==> src/sv/cle_pkg.sv <==
// shared types and constants for the console line editor
package cle_pkg;

    localparam int BUFFER_BYTES = 32;
    localparam int LINE_CAP     = BUFFER_BYTES - 2;
    localparam int LEN_W        = $clog2(LINE_CAP + 1);
    localparam int IDX_W        = $clog2(LINE_CAP);

    localparam int Q_DEPTH      = 4;
    localparam int Q_PTR_W      = $clog2(Q_DEPTH);

    localparam logic [7:0] CH_BS       = 8'h08;
    localparam logic [7:0] CH_LF       = 8'h0A;
    localparam logic [7:0] CH_CR       = 8'h0D;
    localparam logic [7:0] CH_SP       = 8'h20;
    localparam logic [7:0] CH_GT       = 8'h3E;
    localparam logic [7:0] CH_PRINT_LO = 8'd32;
    localparam logic [7:0] CH_PRINT_HI = 8'd127;

    typedef enum logic [1:0] {
        K_PRINT,
        K_BS,
        K_CR,
        K_IGNORE
    } t_kind;

    typedef struct packed {
        logic       prompt;
        t_kind      kind;
        logic [7:0] ch;
    } t_cmd;

    typedef enum logic [1:0] {
        BODY_NONE,
        BODY_CHAR,
        BODY_BS,
        BODY_CR
    } t_body;

    typedef enum logic [3:0] {
        S_IDLE,
        S_PRE_CR,
        S_PRE_LF,
        S_PRE_GT,
        S_CHAR,
        S_BS1,
        S_SP,
        S_BS2,
        S_CR,
        S_LF,
        S_DUMP,
        S_POST_CR,
        S_POST_LF,
        S_POST_GT
    } t_state;

endpackage

==> src/sv/cle_cmd_queue.sv <==
// small command queue between the classifier and the transmit sequencer
module cle_cmd_queue (
    input  logic          i_clk,
    input  logic          i_rst_n,
    input  logic          i_push,
    input  cle_pkg::t_cmd i_cmd,
    output logic          o_full,
    input  logic          i_pop,
    output cle_pkg::t_cmd o_cmd,
    output logic          o_empty
);
    import cle_pkg::*;

    t_cmd               r_mem [Q_DEPTH];
    logic [Q_PTR_W-1:0] r_wr_ptr;
    logic [Q_PTR_W-1:0] r_rd_ptr;
    logic [Q_PTR_W:0]   r_count;

    logic do_push;
    logic do_pop;

    assign o_full  = (r_count == (Q_PTR_W + 1)'(Q_DEPTH));
    assign o_empty = (r_count == '0);
    assign do_push = i_push && !o_full;
    assign do_pop  = i_pop && !o_empty;
    assign o_cmd   = r_mem[r_rd_ptr];

    always_ff @(posedge i_clk) begin
        if (do_push) begin
            r_mem[r_wr_ptr] <= i_cmd;
        end
    end

    always_ff @(posedge i_clk) begin
        if (!i_rst_n) begin
            r_wr_ptr <= '0;
            r_rd_ptr <= '0;
            r_count  <= '0;
        end else begin
            if (do_push) begin
                r_wr_ptr <= r_wr_ptr + 1'b1;
            end
            if (do_pop) begin
                r_rd_ptr <= r_rd_ptr + 1'b1;
            end
            case ({do_push, do_pop})
                2'b10:   r_count <= r_count + 1'b1;
                2'b01:   r_count <= r_count - 1'b1;
                default: r_count <= r_count;
            endcase
        end
    end

endmodule

==> src/sv/cle_front.sv <==
// receive side: takes rx bytes, classifies them and queues commands
module cle_front (
    input  logic          i_clk,
    input  logic          i_rst_n,
    input  logic          i_s_tvalid,
    output logic          o_s_tready,
    input  logic [7:0]    i_s_tdata,
    output logic          o_push,
    output cle_pkg::t_cmd o_cmd,
    input  logic          i_full
);
    import cle_pkg::*;

    logic  r_prompt_pending;
    t_kind kind;
    logic  accept;

    always_comb begin
        if (i_s_tdata >= CH_PRINT_LO && i_s_tdata <= CH_PRINT_HI) begin
            kind = K_PRINT;
        end else if (i_s_tdata == CH_CR) begin
            kind = K_CR;
        end else if (i_s_tdata == CH_BS) begin
            kind = K_BS;
        end else begin
            kind = K_IGNORE;
        end
    end

    assign o_s_tready  = !i_full;
    assign accept      = i_s_tvalid && !i_full;
    // ignored bytes only need a queue slot when they carry the first prompt
    assign o_push      = accept && (kind != K_IGNORE || r_prompt_pending);
    assign o_cmd.prompt = r_prompt_pending;
    assign o_cmd.kind   = kind;
    assign o_cmd.ch     = i_s_tdata;

    always_ff @(posedge i_clk) begin
        if (!i_rst_n) begin
            r_prompt_pending <= 1'b1;
        end else if (accept) begin
            r_prompt_pending <= 1'b0;
        end
    end

endmodule

==> src/sv/cle_back.sv <==
// transmit side: line store, edit state and byte sequencer
module cle_back (
    input  logic          i_clk,
    input  logic          i_rst_n,
    input  cle_pkg::t_cmd i_cmd,
    input  logic          i_empty,
    output logic          o_pop,
    output logic          o_m_tvalid,
    input  logic          i_m_tready,
    output logic [7:0]    o_m_tdata,
    output logic          o_m_tlast
);
    import cle_pkg::*;

    logic [7:0]       r_mem [LINE_CAP];
    logic [7:0]       r_rd_data;

    t_state           r_state, n_state;
    t_body            r_body, n_body;
    logic [7:0]       r_ch, n_ch;
    logic [LEN_W-1:0] r_len, n_len;
    logic [LEN_W-1:0] r_dump_len, n_dump_len;
    logic [LEN_W-1:0] r_idx, n_idx;
    logic [LEN_W-1:0] idx_inc;

    logic             r_m_valid;
    logic [7:0]       r_m_data;
    logic             r_m_last;

    logic             out_free;
    logic             load;
    logic [7:0]       ld_byte;
    logic             ld_last;
    logic             wr_en;
    t_body            eff_body;

    function automatic t_state body_start(input t_body b);
        case (b)
            BODY_CHAR: body_start = S_CHAR;
            BODY_BS:   body_start = S_BS1;
            BODY_CR:   body_start = S_CR;
            default:   body_start = S_IDLE;
        endcase
    endfunction

    assign out_free = !r_m_valid || i_m_tready;
    assign idx_inc  = r_idx + 1'b1;

    // what the popped command really does given the current line
    always_comb begin
        case (i_cmd.kind)
            K_PRINT: eff_body = (r_len < LEN_W'(LINE_CAP)) ? BODY_CHAR : BODY_NONE;
            K_BS:    eff_body = (r_len != '0) ? BODY_BS : BODY_NONE;
            K_CR:    eff_body = BODY_CR;
            default: eff_body = BODY_NONE;
        endcase
    end

    always_comb begin
        n_state    = r_state;
        n_body     = r_body;
        n_ch       = r_ch;
        n_len      = r_len;
        n_dump_len = r_dump_len;
        n_idx      = r_idx;
        o_pop      = 1'b0;
        load       = 1'b0;
        ld_byte    = CH_CR;
        ld_last    = 1'b0;
        wr_en      = 1'b0;
        case (r_state)
            S_IDLE: begin
                if (!i_empty) begin
                    o_pop  = 1'b1;
                    n_body = eff_body;
                    n_ch   = i_cmd.ch;
                    n_state = i_cmd.prompt ? S_PRE_CR : body_start(eff_body);
                    case (eff_body)
                        BODY_CHAR: begin
                            wr_en = 1'b1;
                            n_len = r_len + 1'b1;
                        end
                        BODY_BS: n_len = r_len - 1'b1;
                        BODY_CR: begin
                            n_dump_len = r_len;
                            n_len      = '0;
                        end
                        default: n_len = r_len;
                    endcase
                end
            end
            S_PRE_CR, S_CR, S_POST_CR: begin
                if (out_free) begin
                    load    = 1'b1;
                    ld_byte = CH_CR;
                    case (r_state)
                        S_PRE_CR: n_state = S_PRE_LF;
                        S_CR:     n_state = S_LF;
                        default:  n_state = S_POST_LF;
                    endcase
                end
            end
            S_PRE_LF, S_POST_LF: begin
                if (out_free) begin
                    load    = 1'b1;
                    ld_byte = CH_LF;
                    n_state = (r_state == S_PRE_LF) ? S_PRE_GT : S_POST_GT;
                end
            end
            S_LF: begin
                if (out_free) begin
                    load    = 1'b1;
                    ld_byte = CH_LF;
                    n_idx   = '0;
                    n_state = (r_dump_len == '0) ? S_POST_CR : S_DUMP;
                end
            end
            S_PRE_GT: begin
                if (out_free) begin
                    load    = 1'b1;
                    ld_byte = CH_GT;
                    ld_last = (r_body == BODY_NONE);
                    n_state = body_start(r_body);
                end
            end
            S_POST_GT: begin
                if (out_free) begin
                    load    = 1'b1;
                    ld_byte = CH_GT;
                    ld_last = 1'b1;
                    n_state = S_IDLE;
                end
            end
            S_CHAR: begin
                if (out_free) begin
                    load    = 1'b1;
                    ld_byte = r_ch;
                    ld_last = 1'b1;
                    n_state = S_IDLE;
                end
            end
            S_BS1: begin
                if (out_free) begin
                    load    = 1'b1;
                    ld_byte = CH_BS;
                    n_state = S_SP;
                end
            end
            S_SP: begin
                if (out_free) begin
                    load    = 1'b1;
                    ld_byte = CH_SP;
                    n_state = S_BS2;
                end
            end
            S_BS2: begin
                if (out_free) begin
                    load    = 1'b1;
                    ld_byte = CH_BS;
                    ld_last = 1'b1;
                    n_state = S_IDLE;
                end
            end
            S_DUMP: begin
                if (out_free) begin
                    load    = 1'b1;
                    ld_byte = r_rd_data;
                    n_idx   = idx_inc;
                    if (idx_inc == r_dump_len) begin
                        n_state = S_POST_CR;
                    end
                end
            end
            default: n_state = S_IDLE;
        endcase
    end

    // line store: one write port at the line end, registered read that follows n_idx
    always_ff @(posedge i_clk) begin
        if (wr_en) begin
            r_mem[r_len[IDX_W-1:0]] <= i_cmd.ch;
        end
        r_rd_data <= r_mem[n_idx[IDX_W-1:0]];
    end

    always_ff @(posedge i_clk) begin
        if (!i_rst_n) begin
            r_state   <= S_IDLE;
            r_len     <= '0;
            r_idx     <= '0;
            r_body    <= BODY_NONE;
            r_m_valid <= 1'b0;
        end else begin
            r_state <= n_state;
            r_len   <= n_len;
            r_idx   <= n_idx;
            r_body  <= n_body;
            if (load) begin
                r_m_valid <= 1'b1;
            end else if (i_m_tready) begin
                r_m_valid <= 1'b0;
            end
        end
    end

    always_ff @(posedge i_clk) begin
        r_ch       <= n_ch;
        r_dump_len <= n_dump_len;
        if (load) begin
            r_m_data <= ld_byte;
            r_m_last <= ld_last;
        end
    end

    assign o_m_tvalid = r_m_valid;
    assign o_m_tdata  = r_m_data;
    assign o_m_tlast  = r_m_last;

`ifndef NO_ASSERTIONS
    a_len_bound: assert property (@(posedge i_clk) disable iff (!i_rst_n)
        r_len <= LEN_W'(LINE_CAP))
        else $error("line length past capacity");

    a_dump_range: assert property (@(posedge i_clk) disable iff (!i_rst_n)
        (r_state == S_DUMP) |-> (r_idx < r_dump_len))
        else $error("dump index past stored line");

    a_prompt_first: assert property (@(posedge i_clk) disable iff (!i_rst_n)
        (o_pop && i_cmd.prompt) |=> (r_state == S_PRE_CR))
        else $error("prompt not sent first");
`endif

endmodule

==> src/sv/console_line_editor_echo.sv <==
// top level of the serial console line editor with echo
// Each received byte is one slave-side transfer; the block answers with zero or more
// transmit bytes on the master side, tlast marking the final byte caused by that rx
// byte. The first rx byte after reset is preceded by the prompt CR LF '>'. Printable
// bytes (32..127) go into a 30-byte line store and are echoed, or are dropped silently
// once the line is full; backspace on a non-empty line sends BS SP BS; CR sends CR LF,
// the stored line and a new prompt, then empties the line; all other bytes are ignored.
// A classifier feeds a four-entry command queue, so rx transfers keep being taken
// while the transmit sequencer works, until the queue fills. The sequencer takes a
// command from the queue in its idle state and then loads one transmit byte per
// cycle while tx back pressure does not hold it.
module console_line_editor_echo (
    input  logic       i_clk,
    input  logic       i_rst_n,
    input  logic       i_s_tvalid,
    output logic       o_s_tready,
    input  logic [7:0] i_s_tdata,   // [7:0] rx_byte
    output logic       o_m_tvalid,
    input  logic       i_m_tready,
    output logic [7:0] o_m_tdata,   // [7:0] tx_byte
    output logic       o_m_tlast    // last_of_run
);
    import cle_pkg::*;

    t_cmd push_cmd;
    t_cmd head_cmd;
    logic push;
    logic pop;
    logic full;
    logic empty;

    // front: classify and queue
    cle_front u_front (
        .i_clk      (i_clk),
        .i_rst_n    (i_rst_n),
        .i_s_tvalid (i_s_tvalid),
        .o_s_tready (o_s_tready),
        .i_s_tdata  (i_s_tdata),
        .o_push     (push),
        .o_cmd      (push_cmd),
        .i_full     (full)
    );

    cle_cmd_queue u_queue (
        .i_clk   (i_clk),
        .i_rst_n (i_rst_n),
        .i_push  (push),
        .i_cmd   (push_cmd),
        .o_full  (full),
        .i_pop   (pop),
        .o_cmd   (head_cmd),
        .o_empty (empty)
    );

    // back: edit the line and sequence the transmit bytes
    cle_back u_back (
        .i_clk      (i_clk),
        .i_rst_n    (i_rst_n),
        .i_cmd      (head_cmd),
        .i_empty    (empty),
        .o_pop      (pop),
        .o_m_tvalid (o_m_tvalid),
        .i_m_tready (i_m_tready),
        .o_m_tdata  (o_m_tdata),
        .o_m_tlast  (o_m_tlast)
    );

endmodule

==> config.mk <==
export PLATFORM = sky130hd
export DESIGN_NAME = console_line_editor_echo
export DESIGN_NICKNAME = d
export VERILOG_FILES = /design/src/sv/cle_pkg.sv /design/src/sv/cle_cmd_queue.sv /design/src/sv/cle_front.sv /design/src/sv/cle_back.sv /design/src/sv/console_line_editor_echo.sv
export SDC_FILE = /design/constraint.sdc
export NUM_CORES = 1
export LEC_CHECK = 0
export BUFFER_PORTS_ARGS = -buffer_cell sky130_fd_sc_hd__buf_2
export CORE_MARGIN = 4
export CORE_UTILIZATION = 56
export CTS_BUF_LIST = sky130_fd_sc_hd__clkbuf_16
export DETAILED_ROUTE_END_ITERATION = 10
export PLACE_DENSITY = 0.86
export SLEW_MARGIN = 20
export SYNTH_ARGS = -nofsm -noshare
export SYNTH_HDL_FRONTEND = slang
export SYNTH_SLANG_ARGS = --single-unit
export TNS_END_PERCENT = 20
==> constraint.sdc <==
create_clock -name i_clk -period 3.03 [get_ports i_clk]
set_input_delay 0 -clock i_clk [delete_from_list [all_inputs] [get_ports i_clk]]
set_output_delay 0 -clock i_clk [all_outputs]
set_load 0.05 [all_outputs]
==> flow_summary.yaml <==
cts:
  root_buffer: "clkbuf_16"
  cts_tree: "done"
  max-clock-path-buffers: 3
  cts_htree_levels: 2
  clk_pin_slew_ps: 60
  clkSinkCount: 341
  cts-buffers-inserted: 35
  clock_latency_ps: 510
floorplanning:
  die_h_um: 168
  start_util_pct: 56.9
  die_area_um2: 28200
  io_pins: 23
  core-area_um2: 25200
  rows: 58
  die_w_um: 168
cells_and_area:
  final_cells: 1444
  drive_gt1_share_pct: 16.1
  final_cell_area_um2: 16400
  fin_nets: 1120
  syn_to_final_growth_pct: 14.5
yosys:
  yosysMostFrequentCell: "edfxtp_1"
  synthCells: 985
  ys_async_sr_fraction_pct: 0
  avgSynthCellArea_um2: 14.5
  yosysWarnings: 0
  netlist-cell-type-count: 65
  synth_edf_count: 306
  ys_ff_latch: 341
  yosysSeqAreaShare_pct: 69.1
  synth_top_area_share_pct: 64.2
  syn_nets: 1015
  synth_ff_type: "edfxtp_1"
  syn_area_um2: 14300
  yosysTopAreaCell: "edfxtp_1"
  ys_top_cells_by_area: "edfxtp_1, mux2i_1, dfxtp_1, nand2_1, nor2_1"
  synth_commonest_cells: "edfxtp_1, mux2i_1, nand2_1"
power_and_ir_drop:
  power_density_nw_per_um2: 795
  leakagePower_uw: 0.00572
  total_power_uw: 13000
  peakVddDrop_mv: 0.645
global_routing:
  grt_pass1_wl_mm: 49.6
  grt_pass1_vias: 8942
  track_usage_pct: 22.5
  gr-total-overflow: 0
  grt_start_max_net_pins: 40
  antenna_found_initial: 2
sta:
  worst_slack_ps: 117
  worst_pin_slew_ps: 787
  max_freq_mhz: 343
  hold_viol_final: 0
  fin_crit_ps: 2910
  finalSetupViolCount: 0
  tns_ps: 0
  relSlewSlack_pct: 47.4
  clock_skew_ps: 28.9
  fin_crit_sh_pct: 96.1
  drv_slew: 0
detailed_routing:
  wl_mm: 32.4
  post_drt_wl_per_cell_um: 22.4
  dr.pass1.iters: 5
  antenna_left: 0
  drc: 0
  viasPerCell: 6.23
  drt-initial-drc-count: 1108
  routed-via-count: 9001
worst_hold_path:
  hold_class: "primary input to flip-flop"
place:
  port_buffers: 22
  place_ws_ps: 12.7
  gp_congestion: 0.891
  dp_hpwl_mm: 20.2
  place_area_um2: 15200
  dp_cells: 1369
worst_setup_path:
  path_class: "flip-flop to flip-flop"
  start_kind: "flip-flop"
  worstPathMaxFanout: 5
  crit_required_ps: 3440
  cp-end-kind: "flip-flop"
  arrival_ps: 3320
flow_run:
  cap_violations: 0
run_status:
  status: "completed"
## critical path: stages (launching register included)
cell     delay (ps)
dfxtp_2         380
mux4_2          570
nor2b_2         190
a21oi_2         130
inv_1            90
ha_4            180
inv_1           120
fa_2            230
inv_1            50
a21o_1          150
a21oi_1         180
xnor2_1         120
a21oi_1         170
nor2b_1          80
o21a_1          180
## per-layer routing
layer | GRT usage, % | wire length (um) | up-vias
li1 | - | - | 3968
met1 | 28.8 | 12100 | 4358
met2 | 36.9 | 15700 | 547
met3 | 5.33 | 3110 | 128
met4 | 9.70 | 1470 | 0
met5 | 0 | 0 | -
## sequential cells by signal, summed over array words and instances (netlist names), named ones only
signal,cells
u_back.o_m_tdata,8
u_back.o_m_tlast,1
u_back.o_m_tvalid,1
u_back.r_body,2
u_back.r_ch,8
u_back.r_dump_len,5
u_back.r_idx,5
u_back.r_len,5
u_back.r_mem,240
u_back.r_rd_data,8
u_back.r_state,4
u_front.r_prompt_pending,1
u_queue.r_count,3
u_queue.r_mem,44
u_queue.r_rd_ptr,2
u_queue.r_wr_ptr,2
## worst paths after layout
path | cells after the start | slack [ps] | end | from
setup / recovery | 14 | 120 | u_back.r_len[4] | flip-flop
hold / removal | 2 | 270 | u_queue.r_mem[0][6] | i_s_tdata[6]
setup reg to reg | 14 | 120 | u_back.r_len[4] | flip-flop
hold reg to reg | 0 | 530 | u_queue.r_mem[0][10] | u_front.r_prompt_pending
## area by class of cell
class	instances	area, um2
Fill cell	1591	8790
Timing Repair Buffer	117	906
Clock inverter	25	135
Clock buffer	35	876
Sequential cell	341	9890
Tap cell	330	413
Multi-Input combinational cell	576	4100
Antenna cell	1	2.50
Inverter	19	71.3
## placed cells by master, fill, tap and decap left out, drive strengths merged, types with 12 or more instances in the layout
cell type      n
a32oi         17
dfxtp         35
o21ai         32
nor2          72
inv           29
a21oi         24
xnor2         13
and2          21
a22oi         15
dlygate4sd3   13
nand2b        12
nand3         30
edfxtp       306
nor3          14
clkbuf        35
clkinv        14
mux2i        104
nand2         90
ha            16
buf          104
## per-stage QoR
step / utilization, % / hold WS, ps
floorplan: - / 98.9
finish: 65.1 / 266
detailed placement: 60.4 / 242
global placement: 60.4 / 234
CTS: 64.9 / 255
global route: 65.1 / 280
## cell families (layout without fill, tap and decap cells)
family                     after synthesis  in the layout  synth area share, %
adders and majority gates               18             18                 1.68
muxes                                  115            115                 9.00
DFF                                    341            341                 69.1
and+or+nand+nor                        275            275                 9.14
buffers and inverters                   68            196                 2.60
other                                    0              1                    0
xor gates and xnor gates                16             16                0.979
AOI/OAI and AO/OA                      152            152                 7.52
## power by group
group	internal (uW)	leakage (uW)	switching (uW)	total (uW)
Sequential	5930	0.00305	196	6120
Combinational	973	0.00214	2110	3080
Clock	2170	0.000532	1650	3820
## repair_timing
| item | in CTS | in global routing |
|---|---|---|
| resized for setup | 1 | 8 |
| hold buffers | 13 | 0 |
| pin swaps | 0 | 0 |
| hold endpoints to repair | 67 | 0 |
| setup endpoints to repair | 1 | 91 |
| buffers inserted | 0 | 1 |
Power figures use the tool's default switching activity.
